==> config.mk <==
export PLATFORM = sky130hd
export DESIGN_NAME = bgi_prep
export DESIGN_NICKNAME = d
export VERILOG_FILES = /design/src/rtl/bgi_pkg.sv /design/src/rtl/bgi_prep.sv
export SDC_FILE = /design/constraint.sdc
export NUM_CORES = 1
export LEC_CHECK = 0
export ABC_CLOCK_PERIOD_IN_PS = 4630
export BUFFER_PORTS_ARGS = -buffer_cell sky130_fd_sc_hd__clkbuf_2
export CORE_AREA = 10 10 290 292
export CTS_BUF_LIST = sky130_fd_sc_hd__clkbuf_16
export DETAILED_ROUTE_END_ITERATION = 16
export DIE_AREA = 0 0 300 302
export PLACE_DENSITY_LB_ADDON = 0.2
export SLEW_MARGIN = 25
export SYNTH_ARGS = -nofsm -noshare
export SYNTH_HDL_FRONTEND = slang
export SYNTH_SLANG_ARGS = --single-unit
==> constraint.sdc <==
create_clock -name clk -period 4.63 [get_ports clk]
set_input_delay 1.389 -clock clk [delete_from_list [all_inputs] [get_ports clk]]
set_output_delay 1.389 -clock clk [all_outputs]
set_load 0.005 [all_outputs]
==> src/rtl/bgi_pkg.sv <==
package bgi_pkg;

  typedef enum logic [1:0] {
    ST_OK        = 2'd0,
    ST_DEGEN     = 2'd1,
    ST_BAD_COUNT = 2'd2
  } status_t;

  typedef enum logic [1:0] {
    MODE_PASS = 2'd0,
    MODE_LINE = 2'd1,
    MODE_AREA = 2'd2
  } mode_t;

  typedef struct packed {
    logic    valid;
    mode_t   mode;
    status_t status;
  } ctl_t;

endpackage

==> src/rtl/bgi_prep.sv <==
module bgi_prep #(
  parameter int CW = 32,
  parameter int VW = 32
) (
  input  logic                 clk,
  input  logic                 rst_n,
  input  logic                 acc,
  input  logic [2:0]           point_count,
  input  logic signed [CW-1:0] lo_x,
  input  logic signed [CW-1:0] lo_y,
  input  logic signed [CW-1:0] hi_x,
  input  logic signed [CW-1:0] hi_y,
  input  logic signed [VW-1:0] val_lo_lo,
  input  logic signed [VW-1:0] val_lo_hi,
  input  logic signed [VW-1:0] val_hi_lo,
  input  logic signed [VW-1:0] val_hi_hi,
  input  logic signed [CW-1:0] req_x,
  input  logic signed [CW-1:0] req_y,
  output bgi_pkg::ctl_t        ctl_o,
  output logic signed [CW:0]   dxh_o,
  output logic signed [CW:0]   dxl_o,
  output logic signed [CW:0]   dyh_o,
  output logic signed [CW:0]   dyl_o,
  output logic signed [CW:0]   wx_o,
  output logic signed [CW:0]   wy_o,
  output logic signed [CW:0]   span_o,
  output logic signed [CW:0]   off_o,
  output logic signed [VW:0]   dval_o,
  output logic signed [VW-1:0] vll_o,
  output logic signed [VW-1:0] vlh_o,
  output logic signed [VW-1:0] vhl_o,
  output logic signed [VW-1:0] vhh_o
);
  import bgi_pkg::*;

  localparam int DC = CW + 1;
  localparam int DV = VW + 1;
  localparam logic [2:0] CNT_ONE  = 3'd1;
  localparam logic [2:0] CNT_TWO  = 3'd2;
  localparam logic [2:0] CNT_FOUR = 3'd4;

  ctl_t                 ctl_nxt, ctl_r;
  logic signed [DC-1:0] dxh_nxt, dxl_nxt, dyh_nxt, dyl_nxt, wx_nxt, wy_nxt;
  logic signed [DC-1:0] span_nxt, off_nxt;
  logic signed [DC-1:0] dxh_r, dxl_r, dyh_r, dyl_r, wx_r, wy_r, span_r, off_r;
  logic signed [DV-1:0] dval_nxt, dval_r;
  logic signed [VW-1:0] vll_r, vlh_r, vhl_r, vhh_r;
  logic                 along_x;

  always_comb begin
    dxh_nxt  = DC'(hi_x) - DC'(req_x);
    dxl_nxt  = DC'(req_x) - DC'(lo_x);
    dyh_nxt  = DC'(hi_y) - DC'(req_y);
    dyl_nxt  = DC'(req_y) - DC'(lo_y);
    wx_nxt   = DC'(hi_x) - DC'(lo_x);
    wy_nxt   = DC'(hi_y) - DC'(lo_y);
    along_x  = (lo_x != hi_x);
    span_nxt = along_x ? wx_nxt : wy_nxt;
    off_nxt  = along_x ? dxl_nxt : dyl_nxt;
    dval_nxt = DV'(val_hi_hi) - DV'(val_lo_lo);
    ctl_nxt.valid = acc;
    case (point_count)
      CNT_ONE: begin
        ctl_nxt.mode   = MODE_PASS;
        ctl_nxt.status = ST_OK;
      end
      CNT_TWO: begin
        ctl_nxt.mode   = MODE_LINE;
        ctl_nxt.status = (lo_x == hi_x && lo_y == hi_y) ? ST_DEGEN : ST_OK;
      end
      CNT_FOUR: begin
        ctl_nxt.mode   = MODE_AREA;
        ctl_nxt.status = (hi_x == lo_x || hi_y == lo_y) ? ST_DEGEN : ST_OK;
      end
      default: begin
        ctl_nxt.mode   = MODE_PASS;
        ctl_nxt.status = ST_BAD_COUNT;
      end
    endcase
  end

  always_ff @(posedge clk) begin
    if (!rst_n) begin
      ctl_r <= '0;
    end else begin
      ctl_r <= ctl_nxt;
    end
  end

  always_ff @(posedge clk) begin
    dxh_r  <= dxh_nxt;
    dxl_r  <= dxl_nxt;
    dyh_r  <= dyh_nxt;
    dyl_r  <= dyl_nxt;
    wx_r   <= wx_nxt;
    wy_r   <= wy_nxt;
    span_r <= span_nxt;
    off_r  <= off_nxt;
    dval_r <= dval_nxt;
    vll_r  <= val_lo_lo;
    vlh_r  <= val_lo_hi;
    vhl_r  <= val_hi_lo;
    vhh_r  <= val_hi_hi;
  end

  assign ctl_o  = ctl_r;
  assign dxh_o  = dxh_r;
  assign dxl_o  = dxl_r;
  assign dyh_o  = dyh_r;
  assign dyl_o  = dyl_r;
  assign wx_o   = wx_r;
  assign wy_o   = wy_r;
  assign span_o = span_r;
  assign off_o  = off_r;
  assign dval_o = dval_r;
  assign vll_o  = vll_r;
  assign vlh_o  = vlh_r;
  assign vhl_o  = vhl_r;
  assign vhh_o  = vhh_r;

endmodule

## Yosys cells after proc, flatten, opt, wreduce, memory -nomap -nowiden

Cells that the tools add are included.

- Input bits: 326
- Register bits after elaboration: 430
- Output and inout bits: 430

- Add/sub/neg operators: 7
- Multiplexer cells: 5
- Equal/unequal tests: 8
- Reductions and logical operators: 2

Operators with widths:

| cell | count |
|---|---|
| $sub A32 B32 Y33 | 7 |
| $eq A32 B32 Y1 | 4 |
| $mux W33 | 2 |
| $ne A32 B32 Y1 | 1 |
| $pmux W4 S3 | 1 |
| $eq A3 B1 Y1 const B | 1 |
| $eq A3 B2 Y1 const B | 1 |
| $eq A3 B3 Y1 const B | 1 |
| $mux W1 | 2 |
| $logic_and A1 B1 Y1 | 1 |
| $logic_or A1 B1 Y1 | 1 |

## Logic depth before layout (Yosys ltp)

- Depth after elaboration: 4
- Depth in mapped cells: 13
- Depth with buffers taken out: 13

## Least setup slack after synthesis

OpenSTA, ideal clock, no wires.

- Path kind: input -> register
- Start: input port lo_y[2]
- End: register off_r[17], in the netlist off_o[17]
- Data arrival time: 3.843 ns
- Required time: 4.509 ns
- Setup time: 0.121 ns
- Setup slack: 0.667 ns
- Buffers on the path: 0
- Cell stages on the path: 12
- Cells stage by stage: inv_1 -> ha_1 -> o21ai_1 -> a211oi_1 -> o21a_1 -> a311o_1 -> a311o_1 -> a21oi_2 -> o221ai_1 -> a21o_1 -> xor2_1 -> mux2_2

- Longest elaborated chain between the ends: 2

Ends and longest elaborated chain:

| element | RTL line | text |
|---|---|---|
| from (decl) | bgi_prep.sv:10 | `input logic signed [CW-1:0] lo_y,` |
| $sub A32 B32 Y33 | bgi_prep.sv:54 | `dyl_nxt = DC'(req_y) - DC'(lo_y);` |
| net dyl_nxt[17] | bgi_prep.sv:43 | `logic signed [DC-1:0] dxh_nxt, dxl_nxt, dyh_nxt, dyl_nxt, wx_nxt, wy_nxt;` |
| $mux W33 | bgi_prep.sv:59 | `off_nxt = along_x ? dxl_nxt : dyl_nxt;` |
| net off_nxt[17] | bgi_prep.sv:44 | `logic signed [DC-1:0] span_nxt, off_nxt;` |
| to (signal assigned) | bgi_prep.sv:98 | `off_r <= off_nxt;` |
| to (decl) | bgi_prep.sv:45 | `logic signed [DC-1:0] dxh_r, dxl_r, dyh_r, dyl_r, wx_r, wy_r, span_r, off_r;` |

The timed path passes the listed nets, and every way through them passes these cells.
A chain may end at the register's enable or synchronous reset.

## Worst setup path after layout

- Start: input port lo_x[6]
- End: register off_r[29], in the netlist off_o[29]

- Longest elaborated chain between the ends: 2
- Elaborated cells between the ends (all ways): 3
- Classes of those cells: 1 x add/sub; 1 x eq/ne; 1 x mux

Ends and longest elaborated chain:

| element | RTL line | text |
|---|---|---|
| from (decl) | bgi_prep.sv:9 | `input logic signed [CW-1:0] lo_x,` |
| $sub A32 B32 Y33 | bgi_prep.sv:52 | `dxl_nxt = DC'(req_x) - DC'(lo_x);` |
| net dxl_nxt[29] | bgi_prep.sv:43 |  |
| $mux W33 | bgi_prep.sv:59 |  |
| net off_nxt[29] | bgi_prep.sv:44 |  |

The timed path passes the listed nets, and every way through them passes these cells.

==> metrics.cfg <==
[placed_design]
io_buffers = 755
gp_congestion = 0.907
dpl_cell_area_sq_um = 26700
hpwl_um = 79700

[die]
coreArea_sq_um = 78400
rows = 103
die_h_um = 302
die_area_sq_um = 90600
io_pins = 756
fp.dieW_um = 300
start_util_pct = 27.2

[run]
maxCapViolCount = 0

[grt]
grt_overflow = 0
antenna_found_initial = 25
grt_max_degree = 49
track_usage_pct = 19.2
grt_pass1_wl_um = 131000
first_global_vias = 20300

[setup_path]
path_buf_inv = 2
worst_path_largest_cell_delay_ns = 0.39
critPathSlowestCell = o21ai_1
path_delay_family = compound AO/OA/AOI/OAI gates
arrival_ns = 4.43
critical_path_class = primary input to register
path_cells = clkbuf_2, inv_1, ha_1, a21o_1, a211oi_2, nand4b_1, a41o_1, o2111a_1, o21ai_1, o21bai_1, a221o_1, xnor2_1, mux2_2
critPathMaxFanout = 5
required_ns = 5.11
endpoint_kind = register
start_kind = primary input

[cts]
tritoncts = done
cts_setup_buffers = 0
clk_transition_reported_paths_ns = 0.06
htree_num_levels = 2
root_buffer = clkbuf_16
cts_sinks = 430
holdBufCountCts = 0
numCtsBuffers = 50
ctsResizeCount = 0
clock_path_buffers = 3

[finish]
final_common_cell = clkbuf_2
final_nets = 3685
fin_area_sq_um = 28400
drive_gt1_share_pct = 30.0
finish.utilization_pct = 36.2
syn2layout_area_growth_pct = 33.1
mostFrequentLayoutCells = clkbuf_2 (755), dfxtp_1 (430), inv_1 (238), ha_1 (224), nand2_1 (177)

[sta]
holdWs_ns = 0.897
worstMarginPinSlew_ns = 0.699
final_hold_viol_count = 0
rsz0062_at_grt = no
max_freq_mhz = 253
fin_tns_setup_ns = 0
slew_violations = 0
fin_crit_ns = 3.95
fin_crit_sh_pct = 85.3
setup_violations = 0
slew_headroom_pct = 52.2

[power_and_ir_drop]
p_per_area_nw_per_um2 = 416
total_power_uw = 11800
max-vdd-ir-drop_mv = 0.299
power_leakage_uw = 0.0147

[synth]
yosysSeqAreaShare_pct = 40.3
syn_avg_cell_area_sq_um = 9.22
synth-seq-cells = 430
syn_area_sq_um = 21300
synthFlopType = dfxtp_1
ys.warnings.count = 0
synth_edf_count = 0
async_flop_share_pct = 0
synthesis.nets = 2872
ys_types = 69
syn_inst = 2315

[drt]
via_per_inst = 4.61
drc = 0
antenna_left = 0
routedWlPerCell_um = 21.8
drt_wl_total_um = 92000
drtIter0Drc = 920
dr.pass1.iters = 5
via_count = 19500

[outcome]
status = finished clean

[worst_hold_path]
hp-class = primary input to register

## sequential cells by signal, summed over array words and instances, names as in the netlist
| name | flops |
|---|---|
| ctl_o | 5 |
| dyh_o | 33 |
| vhh_o | 32 |
| off_o | 33 |
| dxh_o | 33 |
| vlh_o | 32 |
| vll_o | 32 |
| vhl_o | 32 |
| dxl_o | 33 |
| wy_o | 33 |
| dyl_o | 33 |
| span_o | 33 |
| dval_o | 33 |
| wx_o | 33 |
## logic make-up (layout without fill, tap and decap cells)
family,count (synthesis),count (layout),synth area share (%)
adders and majority gates,231,231,13.8
AOI/OAI and AO/OA,603,603,18.6
xor gates and xnor gates,197,197,8.09
other,0,12,0
DFF,430,430,40.3
and+or+nand+nor,527,527,11.9
buffers and inverters,283,1135,5.00
muxes,44,44,2.29
## synth_stat cells, types with 7 or more instances
master      n  area share [%]
a21boi_0    7            0.25
nor3_1     27            0.63
a211oi_1   16            0.56
and2_1     12            0.35
nand2b_1   28            0.82
clkbuf_1   41            0.72
o21ai_0    81             1.9
o31ai_1    11            0.39
o211ai_1    9            0.32
and4_1     14            0.57
ha_1      224              13
or2_2       7            0.21
o21ai_1    18            0.42
nand3_1    49             1.1
or3_1       8            0.23
o21bai_1   27            0.95
fa_1        7            0.66
nand4_1    30            0.88
o22ai_1     7            0.21
and3_1     15            0.44
a21oi_1   171             4.0
nor2_1    108             1.9
a31oi_1    16            0.47
nor2b_1    36             1.1
a21o_1    127             4.5
inv_1     234             4.1
nand2_1   177             3.1
xnor2_1   125             5.1
xor2_1     72             3.0
a41oi_1     7            0.29
dfxtp_1   430              40
mux2_2     38             2.0
o21a_1     24            0.84
## report_power, final
| group | leakage [uW] | switching [uW] | internal (uW) |
|---|---|---|---|
| clock | 0.000832 | 1660 | 2380 |
| combinational | 0.0102 | 1850 | 1370 |
| sequential | 0.00363 | 211 | 4340 |
## metrics by stage
stage | instances | setup slack, ns
finish | 4229 | 0.680
global route | 4224 | 0.566
CTS | 4217 | 0.750
detailed placement | 4126 | 0.103
global placement | 4126 | 0.146
floorplan | 2315 | 0.667
## per-layer routing
metal  up-vias  wire length [um]  track usage [%]  share of wire (%)
li1       9725                 -                -                  -
met4        22              2250             5.38                2.4
met2       576             46800             35.6                 51
met1      9038             36000             20.9                 39
met5         -               135                0               0.15
met3       116              6830             5.93                7.4
## path summary, 6_finish.rpt
kind / cells past startpoint / slack, ns / from / endpoint
hold / removal: 1 / 0.90 / val_lo_hi[5] / vlh_o[5]
setup / recovery: 13 / 0.68 / lo_x[6] / off_o[29]
## cell type report
class,instances,area (sq um)
Clock buffer,50,1250
Antenna cell,12,30.0
Fill cell,8227,50000
Multi-Input combinational cell,1602,11700
Inverter,234,878
Tap cell,1050,1310
Timing Repair Buffer,810,4200
Clock inverter,41,428
Sequential cell,430,8610
(Power assumes the default switching activity.)
